===== config.mk =====
export PLATFORM = sky130hd
export DESIGN_NAME = section_address_translator_unit
export DESIGN_NICKNAME = d
export VERILOG_FILES = /design/src/sat_pkg.sv /design/src/sat_table.sv /design/src/section_address_translator_unit.sv
export SDC_FILE = /design/constraint.sdc
export NUM_CORES = 2
export LEC_CHECK = 0
export BUFFER_PORTS_ARGS = -buffer_cell sky130_fd_sc_hd__clkbuf_2
export CAP_MARGIN = 20
export CORE_UTILIZATION = 50
export DETAILED_ROUTE_END_ITERATION = 8
export HOLD_SLACK_MARGIN = 0.12
export PLACE_DENSITY = 0.66
export SYNTH_ARGS = -nofsm -noshare
export SYNTH_HDL_FRONTEND = slang
export SYNTH_SLANG_ARGS = --single-unit

===== constraint.sdc =====
create_clock -name clk -period 16 [get_ports clk]
set_input_delay 2.4 -clock clk [delete_from_list [all_inputs] [get_ports clk]]
set_output_delay 2.4 -clock clk [all_outputs]
set_load 0.02 [all_outputs]

===== src/sat_pkg.sv =====
package sat_pkg;

	// default table depth
	localparam int MAX_SECTIONS_DEF = 16;

	// field widths fixed by the item format
	localparam int ADDR_BITS  = 32;
	localparam int COUNT_BITS = 5;
	localparam int SLOT_BITS  = 4;
	localparam int END_BITS   = 33;

	// item kinds
	typedef enum logic [1:0] {
		KIND_LOAD   = 2'd0,
		KIND_FO2RVA = 2'd1,
		KIND_RVA2FO = 2'd2,
		KIND_END    = 2'd3
	} kind_t;

	// control states
	typedef enum logic {
		ST_IDLE = 1'b0,
		ST_SCAN = 1'b1
	} state_t;

	// one input beat
	typedef struct packed {
		kind_t                 kind;
		logic [SLOT_BITS-1:0]  entry_index;
		logic [ADDR_BITS-1:0]  query_address;
		logic [ADDR_BITS-1:0]  entry_virtual_address;
		logic [ADDR_BITS-1:0]  entry_raw_offset;
		logic [ADDR_BITS-1:0]  entry_raw_size;
		logic [ADDR_BITS-1:0]  entry_virtual_size;
	} in_t;

	// one result beat
	typedef struct packed {
		logic                 found;
		logic [END_BITS-1:0]  answer;
	} out_t;

	// one table row
	typedef struct packed {
		logic [ADDR_BITS-1:0] virtual_start;
		logic [ADDR_BITS-1:0] raw_start;
		logic [ADDR_BITS-1:0] raw_length;
		logic [ADDR_BITS-1:0] virtual_length;
	} entry_t;

endpackage


===== src/sat_table.sv =====
module sat_table #(
	parameter int DEPTH  = sat_pkg::MAX_SECTIONS_DEF,
	parameter int ADDR_W = (DEPTH > 1) ? $clog2(DEPTH) : 1
) (
	input  logic                 clk,
	input  logic                 we,
	input  logic [ADDR_W-1:0]    waddr,
	input  sat_pkg::entry_t      wdata,
	input  logic                 re,
	input  logic [ADDR_W-1:0]    raddr,
	output sat_pkg::entry_t      rdata
);
	import sat_pkg::*;

	entry_t mem_q [DEPTH];
	entry_t rdata_q;

	// section rows, one write and one registered read per cycle
	always_ff @(posedge clk) begin
		if (we) begin
			mem_q[waddr] <= wdata;
		end
		if (re) begin
			rdata_q <= mem_q[raddr];
		end
	end

	assign rdata = rdata_q;

endmodule


===== src/section_address_translator_unit.sv =====
// A load, or a query on an empty table, strobes its result in the cycle after accept.
// Any other query scans the rows in order through the table read register, the compare
// register and the result register; a translation answers on the first hit, while a miss
// or an end query answers after the last entry in use (section_count, capped). busy stays
// high for the scan, so no new beat is taken until it ends; one table row is read per cycle.
// Reset clears control state and section_count; table rows keep their contents.
// The receiver cannot stall: strobe is high for a single cycle per result.
module section_address_translator_unit #(
	parameter int MAX_SECTIONS = sat_pkg::MAX_SECTIONS_DEF
) (
	input  logic                           clk,
	input  logic                           arst_n,
	input  logic                           start,
	output logic                           busy,
	input  sat_pkg::in_t                   cmd,
	input  logic                           cfg_we,
	input  logic [sat_pkg::COUNT_BITS-1:0] cfg_wdata,
	output logic                           strobe,
	output sat_pkg::out_t                  result
);
	import sat_pkg::*;

	localparam int IDX_W  = (MAX_SECTIONS > 1) ? $clog2(MAX_SECTIONS) : 1;
	localparam int CNT_W  = $clog2(MAX_SECTIONS + 1);
	localparam int CMP_W  = (CNT_W > COUNT_BITS) ? CNT_W : COUNT_BITS;
	localparam int SLOT_W = IDX_W + SLOT_BITS;

	state_t                 state_q, state_nxt;
	logic [COUNT_BITS-1:0]  section_count_q;
	kind_t                  kind_q;
	logic [ADDR_BITS-1:0]   addr_q;
	logic [CNT_W-1:0]       n_q;
	logic [CNT_W-1:0]       iss_q;
	logic [END_BITS-1:0]    best_q;

	logic                   accept, is_query, go_scan, issue, finish;
	logic [CMP_W-1:0]       cnt_ext;
	logic [CNT_W-1:0]       n_in;
	logic [SLOT_W-1:0]      slot_ext;
	logic                   slot_ok;
	entry_t                 wr_entry, rd_entry;

	logic                   valid_s1, last_s1;
	logic                   valid_s2, last_s2;
	logic                   ge_s2;
	logic [ADDR_BITS-1:0]   dist_s2, len_s2, dest_s2;
	logic [END_BITS-1:0]    end_s2;

	logic [ADDR_BITS-1:0]   base, dest;
	logic [ADDR_BITS:0]     diff;
	logic [END_BITS-1:0]    end_sum, best_nxt;
	logic                   hit;
	logic [ADDR_BITS-1:0]   trans_ans;

	logic                   resp_vld;
	out_t                   resp;
	logic                   strobe_q;
	out_t                   result_q;

	// input beat handshake
	assign accept   = start && !busy;
	assign is_query = (cmd.kind != KIND_LOAD);

	// entries in use, capped at table depth
	assign cnt_ext = CMP_W'(section_count_q);
	assign n_in    = (cnt_ext > CMP_W'(MAX_SECTIONS)) ? CNT_W'(MAX_SECTIONS) : CNT_W'(cnt_ext);
	assign go_scan = accept && is_query && (n_in != '0);

	// load slot range check
	assign slot_ext = SLOT_W'(cmd.entry_index);
	assign slot_ok  = (slot_ext < SLOT_W'(MAX_SECTIONS));

	// configuration register
	always_ff @(posedge clk or negedge arst_n) begin
		if (!arst_n) begin
			section_count_q <= '0;
		end else if (cfg_we) begin
			section_count_q <= cfg_wdata;
		end
	end

	// next state
	always_comb begin
		state_nxt = state_q;
		case (state_q)
			ST_IDLE: begin
				if (go_scan) begin
					state_nxt = ST_SCAN;
				end
			end
			ST_SCAN: begin
				if (finish) begin
					state_nxt = ST_IDLE;
				end
			end
			default: state_nxt = ST_IDLE;
		endcase
	end

	// state outputs
	always_comb begin
		busy  = 1'b0;
		issue = 1'b0;
		case (state_q)
			ST_IDLE: begin
				busy  = 1'b0;
				issue = 1'b0;
			end
			ST_SCAN: begin
				busy  = 1'b1;
				issue = (iss_q < n_q);
			end
			default: begin
				busy  = 1'b0;
				issue = 1'b0;
			end
		endcase
	end

	always_ff @(posedge clk or negedge arst_n) begin
		if (!arst_n) begin
			state_q <= ST_IDLE;
		end else begin
			state_q <= state_nxt;
		end
	end

	// query context captured at accept
	always_ff @(posedge clk or negedge arst_n) begin
		if (!arst_n) begin
			iss_q <= '0;
			n_q   <= '0;
		end else if (accept) begin
			iss_q <= '0;
			n_q   <= n_in;
		end else if (issue) begin
			iss_q <= iss_q + CNT_W'(1);
		end
	end

	always_ff @(posedge clk) begin
		if (accept) begin
			kind_q <= cmd.kind;
			addr_q <= cmd.query_address;
		end
	end

	// section table; writes only at load accept, reads only while scanning
	assign wr_entry.virtual_start  = cmd.entry_virtual_address;
	assign wr_entry.raw_start      = cmd.entry_raw_offset;
	assign wr_entry.raw_length     = cmd.entry_raw_size;
	assign wr_entry.virtual_length = cmd.entry_virtual_size;

	sat_table #(
		.DEPTH  (MAX_SECTIONS),
		.ADDR_W (IDX_W)
	) u_table (
		.clk   (clk),
		.we    (accept && (cmd.kind == KIND_LOAD) && slot_ok),
		.waddr (slot_ext[IDX_W-1:0]),
		.wdata (wr_entry),
		.re    (issue),
		.raddr (iss_q[IDX_W-1:0]),
		.rdata (rd_entry)
	);

	// read pipeline control; a finished scan drops rows still in flight
	always_ff @(posedge clk or negedge arst_n) begin
		if (!arst_n) begin
			valid_s1 <= 1'b0;
			last_s1  <= 1'b0;
			valid_s2 <= 1'b0;
			last_s2  <= 1'b0;
		end else if (finish) begin
			valid_s1 <= 1'b0;
			last_s1  <= 1'b0;
			valid_s2 <= 1'b0;
			last_s2  <= 1'b0;
		end else begin
			valid_s1 <= issue;
			last_s1  <= issue && ((iss_q + CNT_W'(1)) == n_q);
			valid_s2 <= valid_s1;
			last_s2  <= last_s1;
		end
	end

	// row compare, first half: distance into the section and end sum
	always_comb begin
		if (kind_q == KIND_FO2RVA) begin
			base = rd_entry.raw_start;
			dest = rd_entry.virtual_start;
		end else begin
			base = rd_entry.virtual_start;
			dest = rd_entry.raw_start;
		end
	end

	assign diff    = {1'b0, addr_q} - {1'b0, base};
	assign end_sum = {1'b0, rd_entry.virtual_start} + {1'b0, rd_entry.virtual_length};

	always_ff @(posedge clk) begin
		ge_s2   <= !diff[ADDR_BITS];
		dist_s2 <= diff[ADDR_BITS-1:0];
		len_s2  <= rd_entry.raw_length;
		dest_s2 <= dest;
		end_s2  <= end_sum;
	end

	// row compare, second half: bound check, translation, running maximum
	assign hit       = ge_s2 && (dist_s2 < len_s2);
	assign trans_ans = dest_s2 + dist_s2;
	assign best_nxt  = (end_s2 > best_q) ? end_s2 : best_q;

	always_ff @(posedge clk) begin
		if (accept) begin
			best_q <= '0;
		end else if (valid_s2) begin
			best_q <= best_nxt;
		end
	end

	assign finish = (state_q == ST_SCAN) && valid_s2 &&
		(last_s2 || ((kind_q != KIND_END) && hit));

	// result selection
	always_comb begin
		resp_vld     = 1'b0;
		resp.found   = 1'b0;
		resp.answer  = '0;
		if (accept && !go_scan) begin
			resp_vld   = 1'b1;
			resp.found = (cmd.kind == KIND_LOAD) ? slot_ok : (cmd.kind == KIND_END);
		end else if (finish) begin
			resp_vld = 1'b1;
			if (kind_q == KIND_END) begin
				resp.found  = 1'b1;
				resp.answer = best_nxt;
			end else if (hit) begin
				resp.found  = 1'b1;
				resp.answer = END_BITS'(trans_ans);
			end
		end
	end

	// result register, one cycle per beat
	always_ff @(posedge clk or negedge arst_n) begin
		if (!arst_n) begin
			strobe_q <= 1'b0;
		end else begin
			strobe_q <= resp_vld;
		end
	end

	always_ff @(posedge clk) begin
		if (resp_vld) begin
			result_q <= resp;
		end
	end

	assign strobe = strobe_q;
	assign result = result_q;

	// a beat that needs no scan answers on the next cycle
	a_direct_resp: assert property (@(posedge clk) disable iff (!arst_n)
		(accept && !go_scan) |=> strobe)
		else $error("direct beat gave no result");

	// the end of a scan answers and frees the block
	a_scan_done: assert property (@(posedge clk) disable iff (!arst_n)
		finish |=> (strobe && !busy))
		else $error("scan end gave no result or stayed busy");

	// rows in the compare stage belong to a live scan
	a_s2_in_scan: assert property (@(posedge clk) disable iff (!arst_n)
		valid_s2 |-> (state_q == ST_SCAN))
		else $error("compare stage valid outside a scan");

	// the read pointer never passes the entries in use
	a_iss_bound: assert property (@(posedge clk) disable iff (!arst_n)
		(state_q == ST_SCAN) |-> (iss_q <= n_q))
		else $error("scan read pointer overran");

endmodule

Word-level counts from Yosys, hierarchy flattened:

Memory sizes are Yosys's and may differ from the RTL's. A register that Yosys moved wholly into a read port is not among the register bits.
Index checks and enable logic that the tools add are counted.

* bits in latches: 0
* output and inout port bits: 36
* memories kept: 1
* RAM bits: 2048
* bits in registers: 252
* ROM bits: 0

* shift-type cells: 0
* muxes and demuxes: 24
* order comparisons: 5
* reductions and logical operators: 20
* div/mod/pow operators: 0
* add/subtract/negate cells: 4
* bitwise operators: 2
* equality and inequality tests: 5
* multiply operators: 0

Memory list
* u_table.mem_q: words 16, bits a word 128, rd ports 1, clocked after Yosys merged registers in 1, wr ports 1, line sat_table.sv:15 `entry_t mem_q [DEPTH];`

Operators by type and width (count)
* 34-bit 2-to-1 mux: 3
* 32-bit 2-to-1 mux: 2
* 32-bit by 32-bit adder with 33-bit output: 1
* 33-bit greater-than comparator: 1
* 33-bit 2-to-1 mux: 1
* 32-bit by 32-bit subtractor with 33-bit output: 1
* 32-bit adder: 1
* 32-bit less-than comparator: 1
* 5-bit 2-to-1 mux: 3
* 1-bit 2-to-1 mux: 12
* 1-bit logical AND: 11
* 1-bit case mux with 2 select lines: 3
* 5-bit by 1-bit adder with 5-bit output (second input constant): 1
* 5-bit equality test: 1
* 5-bit greater-than comparator (second input constant): 1
* 4-bit by 5-bit less-than comparator with 1-bit output (second input constant): 1
* 5-bit less-than comparator: 1
* 5-bit nonzero test: 1
* 2-bit equality test (second input constant): 2
* 2-bit nonzero test: 2
* 1-bit zero test: 3
* 2-bit by 1-bit equality test with 1-bit output (second input constant): 1
* 2-bit zero test: 1
* 2-bit != test (second input constant): 1
* other kinds (3): 4

Logic depth before layout (Yosys ltp):

* depth in word-level cells: 9
* gate-level depth with buffers: 16

Cells and area by module:

A second synthesis with hierarchy kept.

* cells, all modules: 5012
* area total of the unflattened synthesis: 95630.5 um^2

Modules (own cells, without submodules)
* sat_table: cells each 3357, times used 1, area each 80731.2 um^2, sequential area each 65342.7 um^2
* section_address_translator_unit: cells each 1655, times used 1, area each 14899.3 um^2, sequential area each 5830.6 um^2

Least setup slack after synthesis:

OpenSTA, ideal clock, no wires.

* path kind: input to register
* start point: input cmd[164] in the netlist's numbering
* end point: memory u_table.mem_q[0][0] in the netlist's numbering (enable)
* stages on the path: 4
* buffers on the path: 0
* setup slack: 3282 ps
* required time: 15226 ps
* arrival time: 11944 ps
* path through: inv_1 -> ha_1 -> or4b_2 -> nor3_1

* cells in the longest elaborated chain, start to end: 5

Ends and longest elaborated chain
* from (decl): line section_address_translator_unit.sv:15 `input sat_pkg::in_t cmd,`
* 2-bit zero test: line section_address_translator_unit.sv:159 `.we (accept && (cmd.kind == KIND_LOAD) && slot_ok),`
* 1-bit logical AND (2 in a row): line section_address_translator_unit.sv:159
* 1-bit 2-to-1 mux: line sat_table.sv:20 `if (we) begin`
* 1-bit 2-to-1 mux (not written as such): line sat_table.sv:21 `mem_q[waddr] <= wdata;`
* to (decl): line sat_table.sv:15

No other way between the ends.

Worst setup path after layout:

* start point: input start
* end point: memory u_table.mem_q[3][113] in the netlist's numbering (enable)

* cells in the longest elaborated chain, start to end: 5

Ends and longest elaborated chain
* from (decl): line section_address_translator_unit.sv:13 `input logic start,`
* 1-bit logical AND: line section_address_translator_unit.sv:61 `assign accept = start && !busy;`
* 1-bit logical AND (2 in a row): line section_address_translator_unit.sv:159
* 1-bit 2-to-1 mux: line sat_table.sv:20
* 1-bit 2-to-1 mux (not written as such): line sat_table.sv:21

No other way between the ends.

==> out/metrics.cfg <==
[run_status]
outcome=finished, final reports clean

[timing]
maxSlewHeadroom=0.2754
slew_viol_final=0
tns_ns=0
tightest_slew_ns=1.087
hold_viol=0
rsz0062_at_grt=no
holdWs_ns=0.3410
finalSetupViolCount=0
period_share=0.3771
fmaxAchievable_ghz=0.1658
timing.final.ws_setup_ns=9.967
period_needed_ns=6.033
finClkSkew_ns=0.03780

[placed_design]
dp_hpwl_um=139500
gp_congestion=0.8763
io_buffers=210
post-place-ws_ns=9.060

[floorplanning]
rows=159
ios=211
dieWidth_um=438.4
die_h_um=438.4
coreArea_um2=188400
die-area_um2=192200
start_util=0.5054

[yosys]
syn-cell-area_um2=95210
syn_inst=4581
synth_ff_type=edfxtp_1
synth_cell_types=89
synth-seq-area-share=0.7475
synth_seq_cells=2428
synth_nets=4925
yosysWarnings=0
async_flop_share=0.008649
synth_enable_flop_cells=2244
avgSynthCellArea_um2=20.78

[worst_setup_path]
r2r_start=state_q
worstSetupEndpointType=flip-flop
crit_top_cell=buf_4
cp_max_fo=47
critical_path_class=input pin to flip-flop
required_ns=16.46
crit_start=start
rrSetupSlack_ns=11.03
cp.buffers_inverters=4
max_stage_delay_ns=0.95
critPathArrivalTime_ns=6.49
cpMaxStageDelayCell=nor3_2
setup.worst_path.start_class=input pin
path_delay_family=buffers and inverters
crit_chain=clkbuf_2 > nand2b_1 > inv_2 > nand4_1 > nor3_2 > buf_4 > buf_4

[global_routing]
grtUsageTotal=0.2466
gr-max-usage-layer=met2
grt_max_degree=110
grt_first_pass_wirelength_um=337900
use_met3=0.04192
met1_usage=0.3556
grt_pass1_vias=46584
antenna_found_initial=26
met2_usage=0.3923
overflow=0

[routing]
wl_um=236000
drc=0
vias=47217
initialDrtViolationCount=5464
ant_nets=0
via_per_inst=6.203
avgRoutedWirePerCell_um=31.01
drt_first_pass_iters=6

[power_and_ir_drop]
cellLeakagePower_nw=34.77
power.density_nw_per_um2=184.7
peakVddDrop_mv=0.1483

[clock_network]
cts_setup_buffers=0
insertion_delay_ns=0.87
numCtsBuffers=232
clk_pin_slew_ns=0.06
clk_path_buf_depth=3
cts.htree.levels=4
cts_tree=built
cts_resized=0
cts-root-buf=clkbuf_16
clkSinkCount=2428
cts_hold_buf=0

[hold_path]
hold_class=flip-flop to flip-flop
hp-start=u_table.rdata[59]

[layout]
num-nets-final=5251
nFillCells=13721
areaGrowthSynthToFinish_pct=12.33
regArea_um2=71190
drive_above_1_share=0.2575
multiInputGateArea_um2=22970

[flow_run]
cap_viol_max_count=0

kinds of logic (layout without fill, tap and decap cells):
kind of cell / after synthesis / in the layout / share of synthesized area
other: 0 / 7 / 0
adders and majority gates: 169 / 169 / 0.02245
DFF: 2428 / 2428 / 0.7475
and+or+nand+nor: 478 / 478 / 0.02350
muxes: 680 / 680 / 0.1557
buffers and inverters: 296 / 825 / 0.01248
AOI/OAI and AO/OA: 453 / 453 / 0.03130
xor gates and xnor gates: 77 / 77 / 0.007083
cell usage in the layout (no fill, tap or decap), types with 39 or more instances in the layout:
cell,instances
nand2_1,197
buf_4,74
clkbuf_1,72
nand3_1,76
xnor2_1,47
dfxtp_1,163
o21ai_0,75
clkbuf_16,234
ha_1,166
inv_1,95
edfxtp_1,2244
mux4_2,640
a21oi_1,154
clkinv_2,39
nor2_1,67
a21o_1,53
clkbuf_2,210
worst paths after layout:
check,endpoint,depth (start not counted)
min in group asynchronous,n_q[1],1
max,u_table.mem_q[3][113],7
max reg2reg,u_table.mem_q[3][113],6
min,len_s2[27],0
max in group asynchronous,iss_q[2],1
min reg2reg,len_s2[27],0
report_power, final:
| part | internal, mW | switching [mW] |
|---|---|---|
| sequential | 7.63 | 0.652 |
| combinational | 2.59 | 3.46 |
| clock | 3.08 | 2.34 |
| total | 13.3 | 6.45 |
sequential cells by signal, indices dropped and copies added (netlist names), 2 cells and up:
name,cells
u_table.mem_q,2048
u_table.rdata,128
result,34
best_q,33
end_s2,33
addr_q,32
dest_s2,32
dist_s2,32
len_s2,32
cnt_ext,5
iss_q,5
n_q,5
kind_q,2
worst reg2reg max path: cells and delay by family, from the launching register on:
| kind | cells | cell delay [ns] |
|---|---|---|
| buffers and inverters | 3 | 2.29 |
| and+or+nand+nor | 3 | 1.79 |
| DFF | 1 | 0.45 |
per-stage QoR:
step           std cells  area, µm²  total power, mW  utilization
2_1_floorplan       4581      95210            12.33            -
3_3_place_gp        7167      99380            14.43       0.5275
3_5_place_dp        7167      99380            14.48       0.5275
4_1_cts             7604     106900            19.87       0.5675
5_1_grt             7608     106900            20.55       0.5676
6_report            7612     106900            19.76       0.5677
layout make-up:
cell class	instances	share of cell area
diodes	7	0.0001638
clock buffers	319	0.05895
clock inverters	118	0.01155
inverters	97	0.003451
multi-input cells	1857	0.2148
flip-flops and latches	2428	0.6656
well taps	2495	0.02919
repair buffers	291	0.01625
layer usage:
| layer | routed length (µm) | vias up | share of wire |
|---|---|---|---|
| met2 | 114600 | 1928 | 0.49 |
| li1 | - | 19668 | - |
| met1 | 98010 | 25284 | 0.42 |
| met3 | 17530 | 315 | 0.074 |
| met5 | 155 | - | 0.00066 |
| met4 | 5700 | 22 | 0.024 |
cell usage after synthesis, types with 14 or more instances:
master	number	area (µm²)
buf_2	41	205.2
ha_1	166	2077
a21oi_1	154	770.7
o22ai_1	14	87.58
edfxtp_1	2244	67380
nand2_1	198	743.2
nand4_1	21	131.4
buf_1	27	101.4
a31oi_1	20	125.1
xor2_1	30	262.8
o21ai_0	75	375.4
nor2_1	79	296.5
nand3_1	76	380.4
nor2b_1	15	93.84
mux4_2	640	14410
clkbuf_1	126	473.0
a211oi_1	16	120.1
dfxtp_1	163	3263
a21o_1	53	397.9
nand2b_1	15	93.84
xnor2_1	47	411.6
dfrtp_1	21	525.5
nor3_1	16	80.08
mux2i_1	35	350.3
inv_1	97	364.1
o21a_1	24	180.2
Power figures use the tool's default switching activity.
